**config.mk**
```make
export PLATFORM = sky130hd
export DESIGN_NAME = line_position_centroid
export DESIGN_NICKNAME = d
export VERILOG_FILES = /design/src/hdl/lpc_pkg.sv /design/src/hdl/lpc_frame.sv /design/src/hdl/lpc_div.sv /design/src/hdl/lpc_ctrl.sv /design/src/hdl/line_position_centroid.sv
export SDC_FILE = /design/constraint.sdc
export NUM_CORES = 1
export LEC_CHECK = 0
export ABC_CLOCK_PERIOD_IN_PS = 18600
export BUFFER_PORTS_ARGS = -buffer_cell sky130_fd_sc_hd__buf_2
export CORE_MARGIN = 2
export CORE_UTILIZATION = 25
export CTS_CLUSTER_DIAMETER = 60
export CTS_CLUSTER_SIZE = 24
export DETAILED_ROUTE_END_ITERATION = 7
export HOLD_SLACK_MARGIN = 0.12
export PLACE_DENSITY = 0.43
export SLEW_MARGIN = 20
export SYNTH_ARGS = -nofsm -noshare
export SYNTH_HDL_FRONTEND = slang
export SYNTH_SLANG_ARGS = --single-unit
```
**constraint.sdc**
```tcl
create_clock -name clk_i -period 18.6 [get_ports clk_i]
set_input_delay 0.93 -clock clk_i [delete_from_list [all_inputs] [get_ports clk_i]]
set_output_delay 0.93 -clock clk_i [all_outputs]
set_load 0.02 [all_outputs]
```
**src/hdl/lpc_pkg.sv**
```systemverilog
// Shared types and constants for the line position centroid block.
// Used by every module under hdl/; depends on nothing else.
`timescale 1ns / 1ps

package lpc_pkg;

  // Sensor array geometry (the array is always eight sensors wide).
  localparam int NUM_SENSORS     = 8;
  localparam int IDX_W           = $clog2(NUM_SENSORS);
  localparam int SAMPLE_BITS_DEF = 10;

  // Configuration register widths and reset values.
  localparam int CFG_ADDR_W   = 2;
  localparam int EDGE_THR_W   = 10;
  localparam int CONTRAST_W   = 10;
  localparam int SIG_SUM_W    = 13;
  localparam int CFG_DATA_W   = 13;

  localparam logic [EDGE_THR_W-1:0] EDGE_THR_RST   = 10'd100;
  localparam logic [CONTRAST_W-1:0] CONTRAST_RST   = 10'd200;
  localparam logic [SIG_SUM_W-1:0]  SIG_SUM_RST    = 13'd100;

  // Result fields.
  localparam int POS_W  = 8;
  localparam int SRC_W  = 2;
  localparam int QUOT_W = 8;

  // Full scale is 2^SCALE_SH - 1 = 127, so 127*x is (x << SCALE_SH) - x.
  localparam int SCALE_SH = 7;
  localparam logic signed [POS_W-1:0] POS_LEFT  = -8'sd127;
  localparam logic signed [POS_W-1:0] POS_RIGHT = 8'sd127;
  localparam logic [QUOT_W-1:0]       QUOT_MAX  = 8'd127;

  typedef enum logic [CFG_ADDR_W-1:0] {
    CFG_EDGE_THRESHOLD = 2'd0,
    CFG_MIN_CONTRAST   = 2'd1,
    CFG_MIN_SIGNAL_SUM = 2'd2
  } cfg_idx_e;

  typedef enum logic [SRC_W-1:0] {
    SRC_CENTROID     = 2'd0,
    SRC_EDGE         = 2'd1,
    SRC_LOW_CONTRAST = 2'd2,
    SRC_LOW_SIGNAL   = 2'd3
  } src_e;

  typedef enum logic [2:0] {
    ST_IDLE,
    ST_SCAN,
    ST_CHECK,
    ST_LOAD,
    ST_DIV,
    ST_SIGN,
    ST_OUT
  } state_e;

  typedef struct packed {
    logic             load;
    logic             step;
    logic             finish;
    logic [IDX_W-1:0] idx;
  } frame_cmd_t;

  typedef struct packed {
    logic low_contrast;
    logic edge_left;
    logic edge_right;
    logic low_signal;
    logic w_neg;
  } frame_flags_t;

  typedef struct packed {
    logic start;
    logic step;
  } div_cmd_t;

endpackage

```
**src/hdl/lpc_frame.sv**
```systemverilog
// Frame unit: rotating sample register that feeds one sensor per step cycle into
// the min/max, sum and weighted-sum accumulators. Depends on lpc_pkg.
`timescale 1ns / 1ps

module lpc_frame
  import lpc_pkg::*;
#(
  parameter int SAMPLE_BITS = SAMPLE_BITS_DEF
) (
  input  logic                              clk_i,
  input  frame_cmd_t                        cmd_i,
  input  logic [NUM_SENSORS*SAMPLE_BITS-1:0] samples_i,
  input  logic [EDGE_THR_W-1:0]             edge_thr_i,
  input  logic [CONTRAST_W-1:0]             min_contrast_i,
  input  logic [SIG_SUM_W-1:0]              min_sig_sum_i,
  output frame_flags_t                      flags_o,
  output logic [SAMPLE_BITS+4:0]            w_abs_o,
  output logic [SAMPLE_BITS+2:0]            sum_o
);

  localparam int SUM_W = SAMPLE_BITS + 3;
  localparam int WB    = SAMPLE_BITS + 6;
  localparam int CW    = SAMPLE_BITS + 6;

  logic [SAMPLE_BITS-1:0] sh_q [NUM_SENSORS];
  logic [SAMPLE_BITS-1:0] sh_d [NUM_SENSORS];
  logic [SAMPLE_BITS-1:0] hi_q, hi_d, lo_q, lo_d;
  logic [SUM_W-1:0]       sum_q, sum_d, sumn_q;
  logic signed [WB-1:0]   w_q, w_d;
  logic [WB-2:0]          wabs_q;
  logic                   wneg_q;

  logic [SAMPLE_BITS-1:0] x;
  logic signed [IDX_W+1:0] wt;
  logic signed [WB-1:0]   xs, wts, prod;
  logic [SAMPLE_BITS-1:0] span, diff_l, diff_r;

  assign x    = sh_q[0];
  // Weight of sensor i is 2i - 7.
  assign wt   = signed'({1'b0, cmd_i.idx, 1'b0}) - signed'((IDX_W+2)'(NUM_SENSORS - 1));
  assign xs   = signed'(WB'(x));
  assign wts  = WB'(wt);
  assign prod = xs * wts;

  always_comb begin
    for (int i = 0; i < NUM_SENSORS; i++) begin
      sh_d[i] = sh_q[i];
    end
    hi_d  = hi_q;
    lo_d  = lo_q;
    sum_d = sum_q;
    w_d   = w_q;
    if (cmd_i.load) begin
      for (int i = 0; i < NUM_SENSORS; i++) begin
        sh_d[i] = samples_i[i*SAMPLE_BITS +: SAMPLE_BITS];
      end
    end else if (cmd_i.step) begin
      // Rotate by one sensor; after a full pass the original order is back.
      for (int i = 0; i < NUM_SENSORS - 1; i++) begin
        sh_d[i] = sh_q[i+1];
      end
      sh_d[NUM_SENSORS-1] = sh_q[0];
      if (cmd_i.idx == '0) begin
        hi_d  = x;
        lo_d  = x;
        sum_d = SUM_W'(x);
        w_d   = prod;
      end else begin
        hi_d  = (x > hi_q) ? x : hi_q;
        lo_d  = (x < lo_q) ? x : lo_q;
        sum_d = sum_q + SUM_W'(x);
        w_d   = w_q + prod;
      end
    end
  end

  always_ff @(posedge clk_i) begin
    for (int i = 0; i < NUM_SENSORS; i++) begin
      sh_q[i] <= sh_d[i];
    end
    hi_q  <= hi_d;
    lo_q  <= lo_d;
    sum_q <= sum_d;
    w_q   <= w_d;
    // The weights sum to zero, so subtracting the minimum leaves the
    // weighted sum unchanged and only the plain sum needs correcting.
    if (cmd_i.finish) begin
      sumn_q <= sum_q - (SUM_W'(lo_q) << IDX_W);
      wneg_q <= w_q[WB-1];
      wabs_q <= w_q[WB-1] ? (WB-1)'(-w_q) : w_q[WB-2:0];
    end
  end

  assign span   = hi_q - lo_q;
  assign diff_l = sh_q[0] - sh_q[1];
  assign diff_r = sh_q[NUM_SENSORS-1] - sh_q[NUM_SENSORS-2];

  always_comb begin
    flags_o.low_contrast = CW'(span) < CW'(min_contrast_i);
    flags_o.edge_left    = (sh_q[0] == hi_q) && (CW'(diff_l) >= CW'(edge_thr_i));
    flags_o.edge_right   = (sh_q[NUM_SENSORS-1] == hi_q) &&
                           (CW'(diff_r) >= CW'(edge_thr_i));
    flags_o.low_signal   = (CW'(sumn_q) < CW'(min_sig_sum_i)) || (sumn_q == '0);
    flags_o.w_neg        = wneg_q;
  end

  assign w_abs_o = wabs_q;
  assign sum_o   = sumn_q;

endmodule

```
**src/hdl/lpc_div.sv**
```systemverilog
// Bit-serial restoring divider: one quotient bit per step cycle, shifting the
// scaled divisor right. Computes 127*|W| / (7*sum). Depends on lpc_pkg.
`timescale 1ns / 1ps

module lpc_div
  import lpc_pkg::*;
#(
  parameter int SAMPLE_BITS = SAMPLE_BITS_DEF
) (
  input  logic                    clk_i,
  input  div_cmd_t                cmd_i,
  input  logic [SAMPLE_BITS+4:0]  w_abs_i,
  input  logic [SAMPLE_BITS+2:0]  sum_i,
  output logic [QUOT_W-1:0]       quot_o
);

  localparam int NW = SAMPLE_BITS + 5 + SCALE_SH;
  localparam int SW = SAMPLE_BITS + 3 + IDX_W;
  localparam int DW = SW + QUOT_W - 1;

  logic [NW-1:0]     rem_q, num;
  logic [DW-1:0]     dsh_q;
  logic [SW-1:0]     den;
  logic [QUOT_W-1:0] quot_q;
  logic              ge;

  // 127*x as (x << 7) - x and 7*s as (s << 3) - s.
  assign num = (NW'(w_abs_i) << SCALE_SH) - NW'(w_abs_i);
  assign den = (SW'(sum_i) << IDX_W) - SW'(sum_i);
  assign ge  = DW'(rem_q) >= dsh_q;

  always_ff @(posedge clk_i) begin
    if (cmd_i.start) begin
      rem_q  <= num;
      dsh_q  <= DW'(den) << (QUOT_W - 1);
      quot_q <= '0;
    end else if (cmd_i.step) begin
      if (ge) begin
        rem_q <= rem_q - NW'(dsh_q);
      end
      dsh_q  <= dsh_q >> 1;
      quot_q <= {quot_q[QUOT_W-2:0], ge};
    end
  end

  assign quot_o = quot_q;

endmodule

```
**src/hdl/lpc_ctrl.sv**
```systemverilog
// Sequencer: steps the frame unit and divider, picks the result source,
// keeps the last position and drives the output register. Depends on lpc_pkg.
`timescale 1ns / 1ps

module lpc_ctrl
  import lpc_pkg::*;
(
  input  logic              clk_i,
  input  logic              rst_ni,
  input  logic              s_valid_i,
  output logic              s_ready_o,
  output frame_cmd_t        fcmd_o,
  input  frame_flags_t      flags_i,
  output div_cmd_t          dcmd_o,
  input  logic [QUOT_W-1:0] quot_i,
  output logic              m_valid_o,
  input  logic              m_ready_i,
  output logic [POS_W-1:0]  m_pos_o,
  output logic [SRC_W-1:0]  m_src_o
);

  state_e state_q, state_d;
  logic [IDX_W-1:0] cnt_q, cnt_d;
  logic cnt_clr, cnt_inc, cnt_last;
  logic res_ld, last_ld, out_ld;
  logic signed [POS_W-1:0] res_pos, res_pos_q, last_q, out_pos_q, cent_pos;
  src_e res_src, res_src_q, out_src_q;
  logic out_valid_q;
  logic [QUOT_W-1:0] quot_c;

  assign cnt_last = (cnt_q == IDX_W'(NUM_SENSORS - 1));

  assign quot_c   = (quot_i > QUOT_MAX) ? QUOT_MAX : quot_i;
  assign cent_pos = flags_i.w_neg ? -signed'(quot_c) : signed'(quot_c);

  // Next state.
  always_comb begin
    state_d = state_q;
    unique case (state_q)
      ST_IDLE:  if (s_valid_i) state_d = ST_SCAN;
      ST_SCAN:  if (cnt_last) state_d = ST_CHECK;
      ST_CHECK: begin
        if (flags_i.low_contrast || flags_i.edge_left || flags_i.edge_right) begin
          state_d = ST_OUT;
        end else begin
          state_d = ST_LOAD;
        end
      end
      ST_LOAD:  state_d = flags_i.low_signal ? ST_OUT : ST_DIV;
      ST_DIV:   if (cnt_q == IDX_W'(QUOT_W - 1)) state_d = ST_SIGN;
      ST_SIGN:  state_d = ST_OUT;
      ST_OUT:   if (!out_valid_q || m_ready_i) state_d = ST_IDLE;
      default:  state_d = ST_IDLE;
    endcase
  end

  // State outputs.
  always_comb begin
    s_ready_o = 1'b0;
    fcmd_o    = '0;
    dcmd_o    = '0;
    cnt_clr   = 1'b0;
    cnt_inc   = 1'b0;
    res_ld    = 1'b0;
    last_ld   = 1'b0;
    out_ld    = 1'b0;
    res_pos   = last_q;
    res_src   = SRC_CENTROID;
    unique case (state_q)
      ST_IDLE: begin
        s_ready_o   = 1'b1;
        fcmd_o.load = s_valid_i;
        cnt_clr     = 1'b1;
      end
      ST_SCAN: begin
        fcmd_o.step = 1'b1;
        fcmd_o.idx  = cnt_q;
        cnt_inc     = 1'b1;
      end
      ST_CHECK: begin
        fcmd_o.finish = 1'b1;
        priority if (flags_i.low_contrast) begin
          res_ld  = 1'b1;
          res_src = SRC_LOW_CONTRAST;
        end else if (flags_i.edge_left) begin
          res_ld  = 1'b1;
          last_ld = 1'b1;
          res_pos = POS_LEFT;
          res_src = SRC_EDGE;
        end else if (flags_i.edge_right) begin
          res_ld  = 1'b1;
          last_ld = 1'b1;
          res_pos = POS_RIGHT;
          res_src = SRC_EDGE;
        end else begin
          res_ld  = 1'b0;
        end
      end
      ST_LOAD: begin
        if (flags_i.low_signal) begin
          res_ld  = 1'b1;
          res_src = SRC_LOW_SIGNAL;
        end else begin
          dcmd_o.start = 1'b1;
          cnt_clr      = 1'b1;
        end
      end
      ST_DIV: begin
        dcmd_o.step = 1'b1;
        cnt_inc     = 1'b1;
      end
      ST_SIGN: begin
        res_ld  = 1'b1;
        last_ld = 1'b1;
        res_pos = cent_pos;
      end
      ST_OUT: begin
        out_ld = !out_valid_q || m_ready_i;
      end
      default: begin
        cnt_clr = 1'b1;
      end
    endcase
  end

  always_comb begin
    cnt_d = cnt_q;
    if (cnt_clr) begin
      cnt_d = '0;
    end else if (cnt_inc) begin
      cnt_d = cnt_q + 1'b1;
    end
  end

  always_ff @(posedge clk_i or negedge rst_ni) begin
    if (!rst_ni) begin
      state_q     <= ST_IDLE;
      cnt_q       <= '0;
      last_q      <= '0;
      out_valid_q <= 1'b0;
    end else begin
      state_q <= state_d;
      cnt_q   <= cnt_d;
      if (last_ld) begin
        last_q <= res_pos;
      end
      if (out_ld) begin
        out_valid_q <= 1'b1;
      end else if (m_ready_i) begin
        out_valid_q <= 1'b0;
      end
    end
  end

  always_ff @(posedge clk_i) begin
    if (res_ld) begin
      res_pos_q <= res_pos;
      res_src_q <= res_src;
    end
    if (out_ld) begin
      out_pos_q <= res_pos_q;
      out_src_q <= res_src_q;
    end
  end

  assign m_valid_o = out_valid_q;
  assign m_pos_o   = out_pos_q;
  assign m_src_o   = out_src_q;

endmodule

```
**src/hdl/line_position_centroid.sv**
```systemverilog
// An accepted beat is scanned sensor by sensor, then checked; a low contrast
// or edge result goes straight to the output register, a low signal result
// after the load state, and a centroid result after the divider (one quotient
// bit per step) and the sign state. A new beat is taken only back in idle, and
// a full output register lets the next frame start while a result waits.
// Reset returns the sequencer, last position and config registers to defaults.
`timescale 1ns / 1ps

module line_position_centroid
  import lpc_pkg::*;
#(
  parameter int SAMPLE_BITS = SAMPLE_BITS_DEF
) (
  input  logic                               clk_i,
  input  logic                               rst_ni,
  input  logic                               cfg_we_i,
  input  logic [CFG_ADDR_W-1:0]              cfg_addr_i,
  input  logic [CFG_DATA_W-1:0]              cfg_wdata_i,
  input  logic                               s_axis_tvalid,
  output logic                               s_axis_tready,
  // sample_0 .. sample_7, SAMPLE_BITS each, sample_0 in the lowest bits
  input  logic [NUM_SENSORS*SAMPLE_BITS-1:0] s_axis_tdata,
  output logic                               m_axis_tvalid,
  input  logic                               m_axis_tready,
  // position (8 bits, signed)
  output logic [POS_W-1:0]                   m_axis_tdata,
  // source (2 bits)
  output logic [SRC_W-1:0]                   m_axis_tuser
);

  logic [EDGE_THR_W-1:0] edge_thr_q;
  logic [CONTRAST_W-1:0] min_contrast_q;
  logic [SIG_SUM_W-1:0]  min_sig_sum_q;

  frame_cmd_t   fcmd;
  frame_flags_t flags;
  div_cmd_t     dcmd;
  logic [SAMPLE_BITS+4:0] w_abs;
  logic [SAMPLE_BITS+2:0] sum_n;
  logic [QUOT_W-1:0]      quot;

  always_ff @(posedge clk_i or negedge rst_ni) begin
    if (!rst_ni) begin
      edge_thr_q     <= EDGE_THR_RST;
      min_contrast_q <= CONTRAST_RST;
      min_sig_sum_q  <= SIG_SUM_RST;
    end else if (cfg_we_i) begin
      unique case (cfg_addr_i)
        CFG_EDGE_THRESHOLD: edge_thr_q     <= cfg_wdata_i[EDGE_THR_W-1:0];
        CFG_MIN_CONTRAST:   min_contrast_q <= cfg_wdata_i[CONTRAST_W-1:0];
        CFG_MIN_SIGNAL_SUM: min_sig_sum_q  <= cfg_wdata_i[SIG_SUM_W-1:0];
        default: ;
      endcase
    end
  end

  lpc_frame #(
    .SAMPLE_BITS(SAMPLE_BITS)
  ) u_frame (
    .clk_i          (clk_i),
    .cmd_i          (fcmd),
    .samples_i      (s_axis_tdata),
    .edge_thr_i     (edge_thr_q),
    .min_contrast_i (min_contrast_q),
    .min_sig_sum_i  (min_sig_sum_q),
    .flags_o        (flags),
    .w_abs_o        (w_abs),
    .sum_o          (sum_n)
  );

  lpc_div #(
    .SAMPLE_BITS(SAMPLE_BITS)
  ) u_div (
    .clk_i   (clk_i),
    .cmd_i   (dcmd),
    .w_abs_i (w_abs),
    .sum_i   (sum_n),
    .quot_o  (quot)
  );

  lpc_ctrl u_ctrl (
    .clk_i     (clk_i),
    .rst_ni    (rst_ni),
    .s_valid_i (s_axis_tvalid),
    .s_ready_o (s_axis_tready),
    .fcmd_o    (fcmd),
    .flags_i   (flags),
    .dcmd_o    (dcmd),
    .quot_i    (quot),
    .m_valid_o (m_axis_tvalid),
    .m_ready_i (m_axis_tready),
    .m_pos_o   (m_axis_tdata),
    .m_src_o   (m_axis_tuser)
  );

endmodule

```
Yosys cells after proc, flatten, opt, wreduce, memory -nomap -nowiden. Memory sizes are Yosys's and may differ from the RTL's. Index checks and enable logic that the tools add are counted.

Bits in registers: 199. Memory bits (writable): 80. Bits of input ports: 100. Output and inout port bits: 12. Logic and storage cells: 143. Memories: 1.

Memories: u_frame.sh_q (words 8, bits a word 10, rd ports 8, clocked after memory_dff 0, wr ports 8, RTL line lpc_frame.sv:25) `logic [SAMPLE_BITS-1:0] sh_q [NUM_SENSORS];`.

Add/sub/neg operators: 13. Multipliers: 1. $lt $le $gt $ge: 8. Eq/ne operators: 15. Multiplexer cells: 54. Bitwise gates (word level): 1. Reductions and logical operators: 27.

Operators by type and width (number): 2-to-1 mux 80 bit (2); 2-to-1 mux 22 bit (3); 2-to-1 mux 10 bit (5); 2-to-1 mux 23 bit (2); 2-to-1 mux 8 bit (5); subtractor 10 bit (3); 2-to-1 mux 3 bit (8); greater-or-equal comparator 22 x 23 -> 1 bit (1); subtractor 22 x 15 -> 22 bit (1); subtractor 22 bit (1); one-hot mux 3 bit (7 select lines) (1); equality test 10 bit (2); greater-or-equal comparator 10 bit (2); < comparator 10 bit (2); 2-to-1 mux 1 bit (17); adder 16 bit (1); multiplier 11 x 5 -> 16 bit (1); 2-to-1 mux 16 bit (1); one-hot mux 8 bit (2 select lines) (1); subtractor 16 x 13 -> 16 bit (1); 2-to-1 mux 15 bit (1); negation 15 bit (1); adder 13 x 10 -> 13 bit (1); zero test 13 bit (1); other kinds (30) (55).

Longest topological paths before layout. Gate-level depths: netlist of the first run. An unclocked memory read counts as a cell.

Depth after elaboration: 8. Gate-level depth with buffers: 25. Mapped depth without buffers: 24.

Hierarchy. A second synthesis of the first run with hierarchy kept.

Cells, all modules: 1896. Area total of the unflattened synthesis: 19732.7 um^2.

Modules (own cells, without submodules): lpc_frame (times used 1, cells each 1129, area each 12024.0 um^2, seq. area each 4744.6 um^2); lpc_div (times used 1, cells each 539, area each 4604.4 um^2, seq. area each 1441.4 um^2); lpc_ctrl (times used 1, cells each 156, area each 1746.7 um^2, seq. area each 975.9 um^2); line_position_centroid (times used 1, cells each 72, area each 1357.6 um^2, seq. area each 837.1 um^2).

Worst setup path before layout of the first run. OpenSTA, ideal clock, no wires.

Kind: reg2reg. From: register u_ctrl.state_q[1]. To: register u_frame.w_q[14] (data pin). Setup time: 0.260 ns. Data arrival time: 6.125 ns. Data required time: 18.340 ns. Path slack: 12.215 ns. Cell stages (with the launch flop): 23. Cell sequence: dfrtp_1 nor3b_1 clkbuf_1 and3_1 ha_1 inv_1 fa_1 fa_1 inv_1 fa_1 a21o_1 a21oi_1 o21ai_0 a21oi_1 xnor2_1 ha_1 and2_1 o21ai_0 o31ai_1 or4_1 a31oi_1 xnor2_1 mux2_4.

Cells in the longest elaborated chain, start to end: 6. Elaborated cells on any way between the ends: 7. Classes of those cells: add/sub: 2; mul: 1; eq/ne: 1; mux: 2; reduce/logical: 1.

RTL lines: from (decl) (RTL line lpc_ctrl.sv:22) `state_e state_q, state_d;`; from (signal assigned) (RTL line lpc_ctrl.sv:142) `state_q <= state_d;`; equality test 3 x 1 -> 1 bit * (RTL line lpc_ctrl.sv:69) `unique case (state_q)`; 2-to-1 mux 3 bit * (RTL line lpc_ctrl.sv:69); subtractor 4 x 3 -> 5 bit (RTL line lpc_frame.sv:40) `assign wt = signed'({1'b0, cmd_i.idx, 1'b0}) - signed'((IDX_W+2)'(NUM_SENSORS - 1));`; multiplier 11 x 5 -> 16 bit (RTL line lpc_frame.sv:43) `assign prod = xs * wts;`; adder 16 bit (RTL line lpc_frame.sv:72) `w_d = w_q + prod;`; 2-to-1 mux 16 bit * (RTL line lpc_frame.sv:63) `if (cmd_i.idx == '0) begin`; to (signal assigned) (RTL line lpc_frame.sv:84) `w_q <= w_d;`; to (decl) (RTL line lpc_frame.sv:29) `logic signed [WB-1:0] w_q, w_d;`.

Mark *: on every way between the ends. The rest lies on a longest branch, timed or not. A chain may end at the register's enable or synchronous reset.

Final worst setup path of the first run. Same ends and word-level chain as after synthesis.

==> results of run 1 <==
flip-flops by register name, indices dropped and copies added, names as in the netlist:
register / flops
u_ctrl.res_pos_q: 8
min_contrast_q: 10
u_div.dsh_q: 23
u_frame.lo_q: 10
u_frame.w_abs_o: 15
u_frame.sum_q: 13
u_ctrl.state_q: 3
u_div.rem_q: 22
u_ctrl.m_pos_o: 8
u_ctrl.m_valid_o: 1
u_frame.w_q: 16
u_ctrl.cnt_q: 3
u_frame.hi_q: 10
u_frame.sum_o: 13
u_ctrl.res_src_q: 2
u_frame.sh_q: 80
u_ctrl.last_q: 8
u_div.quot_o: 8
u_frame.wneg_q: 1
edge_thr_q: 10
min_sig_sum_q: 13
u_ctrl.m_src_o: 2
worst paths after layout:
check | from | to | slack (ps) | cells past startpoint
min reg2reg | u_ctrl.res_pos_q[0] | u_ctrl.m_pos_o[0] | 420 | 0
max | u_ctrl.state_q[1] | u_frame.w_q[14] | 11340 | 24
min | rst_ni | u_ctrl.m_valid_o | 420 | 2
min in group clk_i | u_ctrl.res_pos_q[0] | u_ctrl.m_pos_o[0] | 420 | 0
max in group asynchronous | rst_ni | min_contrast_q[0] | 17660 | 2
max reg2reg | u_ctrl.state_q[1] | u_frame.w_q[14] | 11340 | 24
worst max-delay path: cells and delay by family (launching register included):
family | cells | cell delay, ps
compound gates | 7 | 1310
flops | 1 | 530
simple gates | 5 | 1340
xor+xnor | 2 | 260
buf+inv | 4 | 1020
fa+ha+maj | 5 | 2250
mux | 1 | 250
layer usage:
| layer | wire length, microns | vias to the layer above | share of wire [%] | track usage [%] |
|---|---|---|---|---|
| met1 | 23720 | 6614 | 48 | 16.96 |
| met2 | 22360 | 229 | 45 | 20.09 |
| met5 | 60 | - | 0.12 | 0 |
| met4 | 1438 | 8 | 2.9 | 3.565 |
| met3 | 1598 | 81 | 3.2 | 1.949 |
| li1 | - | 6883 | - | - |
metrics by stage:
step | hold slack (ps) | instance area (sq um) | util (%) | cells
floorplan | 400.3 | 19070 | - | 1868
global placement | 410.9 | 20780 | 27.45 | 2922
detailed placement | 408.4 | 20780 | 27.45 | 2922
CTS | 423.2 | 21800 | 28.80 | 2978
global route | 428.2 | 21820 | 28.83 | 2980
finish | 418.9 | 21820 | 28.83 | 2980
placed cells by master, fill, tap and decap left out, types with 6 or more instances in the layout:
cell and n:
dfxtp_1 15, o21ai_0 101, edfxtp_1 216, o22ai_1 12
nor4_1 12, dfstp_2 9, a21o_1 37, or3_1 14
clkbuf_16 30, and3_1 25, dfrtp_1 39, a211oi_1 12
a221o_1 8, a21boi_0 12, a31oi_1 9, o31ai_1 15
xor2_1 46, ha_1 200, o21bai_1 12, o211ai_1 9
nand3b_1 7, nand3_1 31, buf_4 11, xnor2_1 80
nand2b_1 22, nor2_1 106, buf_2 111, or2_2 6
a211o_1 8, clkinv_8 7, o21a_1 19, a21oi_1 111
nor3_1 34, fa_1 32, nor2b_1 17, inv_1 212
and2_1 14, mux2_2 85, nand4_1 6, nand2_1 163
logic make-up after synthesis:
group	count (synthesis)	synth area share, %
simple gates	474	11.79
buf+inv	259	5.099
fa+ha+maj	232	16.49
compound gates	407	13.53
xor+xnor	126	5.788
mux	91	5.362
flops	279	41.95
layout make-up:
type	instances	area [sq um]	share of cell area (%)
multi-input cells	1330	10130	46.41
clock buffers	32	758.2	3.474
repair buffers	123	645.6	2.958
flip-flops and latches	279	7999	36.65
well taps	978	1224	5.607
clock inverters	24	266.5	1.221
diodes	1	2.502	0.01147
inverters	213	799.5	3.664
==> impl_metrics.ini, run 1 <==
[run_status]
status = completed

[logic_synthesis]
synth-async-reset-ratio_pct = 17.20
yosysWarnings = 0
seq_area_frac_synth_pct = 41.95
synth_ff_type = edfxtp_1
synth_edf_count = 216
syn_area_sq_mm = 0.01907
yosys.area.top_type_share_pct = 34.02
syn_avg_cell_area_sq_um = 10.21
yosysMostFrequentCell = edfxtp_1
yosys-top-cells-area = edfxtp_1, ha_1, dfrtp_1
syn_nets = 2200
yosysTopAreaCell = edfxtp_1
synth-seq-cells = 279
ys_types = 69
synth_common_cells = edfxtp_1, inv_1, ha_1, nand2_1, a21oi_1
syn_inst = 1868

[drt]
avgViaCountPerCell = 4.636
drc = 0
drtPass1Iterations = 5
vias = 13815
avgRoutedWirePerCell_microns = 16.50
dr.first_iter.drc_count = 737
ant_nets = 0
routed_wl_microns = 49170

[timing]
rsz0062_at_grt = false
setup_ws_ps = 11340
slew_headroom_pct = 30.21
finalSetupViolCount = 0
tightest_slew_ps = 1043
fin_crit_ps = 7264
finalHoldViolations = 0
final-max-slew-violation-count = 0
finalClockSkew_ps = 37.63
period_share_pct = 39.05
fmax_ghz = 0.1377
fin_tns_setup_ps = 0

[place]
port_buffers = 111
place.gp.congestion = 0.7809
dpl.hpwl_microns = 37670
place_ws_ps = 11330

[grt]
grtUsageTotal_pct = 12.38
antenna_found_initial = 5
grt.overflow.total = 0
grt_max_degree = 63
grt_pass1_vias = 13803
grt_pass1_wl_microns = 77440

[clock_tree]
clock_latency_ps = 610
clockBufferDepth = 3
postCtsResizedCells = 0
cts_setup_buffers = 0
h-tree-depth = 1
cts_tree = yes
clkSlewWorstSetupHoldPaths_ps = 80
cts_buffers = 30
numClockSinks = 279
cts_hold_buffers = 0
root_buffer = clkbuf_16

[die]
dieArea_sq_mm = 0.07849
die_h_microns = 280.2
fp-row-count = 101
fp.dieW_microns = 280.2
ios = 112
start_util_pct = 25.19
fp.coreArea_sq_mm = 0.07570

[flow_run]
cap_violations = 0

[setup_path]
cp_max_fo = 51
required_ps = 18940
crit_type = register to register
cp-end-kind = register
worst_setup_path_start_kind = register
arrival_ps = 7600
slowest_delay_ps = 540
crit_path_top_delay_cell = fa_1
cp_cell_sequence = nor3b_2 > buf_4 > nand2_1 > inv_1 > nor2_1 > fa_1 > fa_1 > inv_1 > fa_1 > inv_1 > ha_1 > a21o_1 > a21oi_1 > o21ai_0 > a21oi_1 > xnor2_1 > ha_1 > and2_1 > o21ai_0 > o31ai_1 > or4_1 > a31oi_1 > xnor2_1 > mux2_4

[finish]
final_layout_size_suffix_gt1_share_pct = 14.44
finalNetCount = 2309
nFillCells = 7866
syn_to_final_growth_pct = 14.46

[min_path]
hp-class = primary input to async pin
Power of run 1 is left out: the tool's default activity adds up to more than one toggle a clock period on the data nets, which glitch-free logic cannot reach.
==> run 2: changes to the inputs <==
--- a/config.mk
+++ b/config.mk
@@ -5,7 +5,7 @@
 export SDC_FILE = /design/constraint.sdc
 export NUM_CORES = 1
 export LEC_CHECK = 0
-export ABC_CLOCK_PERIOD_IN_PS = 18600
+export ABC_CLOCK_PERIOD_IN_PS = 7590
 export BUFFER_PORTS_ARGS = -buffer_cell sky130_fd_sc_hd__buf_2
 export CORE_MARGIN = 2
 export CORE_UTILIZATION = 25
==> constraint.sdc (replaced) <==
create_clock -name clk_i -period 7.59 [get_ports clk_i]
set_input_delay 0.3795 -clock clk_i [delete_from_list [all_inputs] [get_ports clk_i]]
set_output_delay 0.3795 -clock clk_i [all_outputs]
set_load 0.02 [all_outputs]
==> run 2 against run 1 <==
  * Critical path depth shrank 2
  * Fmax up 6.7%
  * Die area stayed put
  * Critical endpoint unchanged
==> impl_metrics.ini, run 2 (same netlist as run 1, synthesis figures left out) <==
[run_status]
status = completed

[setup_path]
required_ps = 7870
cp_max_fo = 50
worst_setup_path_start_kind = register
arrival_ps = 7090
crit_type = register to register
cp-end-kind = register

[clock_tree]
h-tree-depth = 2
postCtsResizedCells = 0
clkSlewWorstSetupHoldPaths_ps = 80
numClockSinks = 279
cts_setup_buffers = 0
root_buffer = clkbuf_16
cts_buffers = 34
cts_tree = yes
clock_latency_ps = 550
clockBufferDepth = 3
cts_hold_buffers = 50

[drt]
avgViaCountPerCell = 4.619
drc = 0
ant_nets = 0
avgRoutedWirePerCell_microns = 16.16
dr.first_iter.drc_count = 705
drtPass1Iterations = 5
routed_wl_microns = 49110
vias = 14043

[timing]
setup_ws_ps = 784.5
tightest_slew_ps = 1018
final-max-slew-violation-count = 0
finalClockSkew_ps = 28.33
fmax_ghz = 0.1469
fin_tns_setup_ps = 0
fin_crit_ps = 6806
rsz0062_at_grt = false
slew_headroom_pct = 32.10
period_share_pct = 89.66
finalHoldViolations = 0
finalSetupViolCount = 0

[place]
place_ws_ps = 834.0
dpl.hpwl_microns = 37520
place_inst = 2927
port_buffers = 111
place.gp.congestion = 0.7793

[finish]
syn_to_final_growth_pct = 18.26
largest_reg_flops = 80
reg_top3 = u_frame.sh_q: 80 flops, u_div.dsh_q: 23 flops, u_div.rem_q: 22 flops
final_util_pct = 29.79
nFillCells = 7833
seq_area_sq_mm = 0.007999
finalNetCount = 2368
final_layout_size_suffix_gt1_share_pct = 14.60
final_cell_mix = edfxtp_1, inv_1, ha_1
largest-register = u_frame.sh_q
final_common_cell = edfxtp_1
finalNonFillerCells = 3040
multi_input_area_sq_mm = 0.01014

[die]
ios = 112
die_h_microns = 280.2
start_util_pct = 25.19
dieArea_sq_mm = 0.07849
fp.coreArea_sq_mm = 0.07570
fp-row-count = 101
fp.dieW_microns = 280.2

[flow_run]
cap_violations = 0

[grt]
grt.overflow.total = 0
grt_pass1_wl_microns = 77660
grt_max_degree = 91
grtUsageTotal_pct = 12.37
grt_pass1_vias = 13923
antenna_found_initial = 3

[min_path]
hp-class = primary input to register
-- run 2: changes by cell type in the layout (fill, tap and decap cells not counted), sizes merged --
| cell | before | now |
|---|---|---|
| bufinv | 0 | 2 |
| clkbuf | 33 | 35 |
| dlygate4sd3 | 0 | 50 |
| buf | 122 | 128 |
| inv | 223 | 221 |
| clkinvlp | 3 | 5 |
-- run 2: cell type report --
class | instances | share of cell area [%]
Inverter | 213 | 3.546
Sequential cell | 279 | 35.48
Clock buffer | 35 | 3.790
Tap cell | 978 | 5.427
Clock inverter | 26 | 1.537
Antenna cell | 1 | 0.01110
Timing Repair Buffer | 178 | 5.239
Multi-Input combinational cell | 1330 | 44.97
-- run 2: metal layers --
layer  part of all wire [%]  track usage [%]  vias to the layer above
met1                     48            17.02                     6796
met5                  0.055                0                        -
met4                    1.4            2.358                        4
met3                    3.4            1.974                       48
li1                       -                -                     7001
met2                     47            20.53                      194
-- run 2: path summary, 6_finish.rpt --
check                                    start                  end  slack (ps)  cells after the start
max                          u_ctrl.state_q[1]      u_frame.w_q[14]         780                     22
min                           s_axis_tdata[70]  u_frame.sh_q[1][30]         140                      3
max reg2reg                  u_ctrl.state_q[1]      u_frame.w_q[14]         780                     22
min reg2reg                u_ctrl.res_pos_q[6]    u_ctrl.m_pos_o[6]         430                      0
max in group asynchronous               rst_ni        edge_thr_q[3]        6610                      3
min in group asynchronous               rst_ni     u_ctrl.m_valid_o         480                      3
-- run 2: stage by stage --
stage,instance area [sq um],hold WS [ps]
after floorplan,19070,83.91
after global placement,20810,407.3
after detailed placement,20830,423.5
after CTS,22530,120.2
after global routing,22540,123.8
final,22550,140.0
-- run 2: worst max-delay path, stage by stage, from the launching register on --
cell	delay, ps
dfrtp_1	540
nor3b_2	280
buf_4	530
and2_1	320
nand2_1	100
fa_1	460
fa_1	520
fa_1	540
inv_1	60
fa_1	460
a21o_1	170
a21oi_1	270
o21ai_0	120
a21oi_1	180
xnor2_1	170
ha_1	320
and2_1	160
o21ai_0	160
o31ai_1	150
or4_1	430
a31oi_1	230
xnor2_1	90
mux2_4	260
Power of run 2 is left out for the same reason.
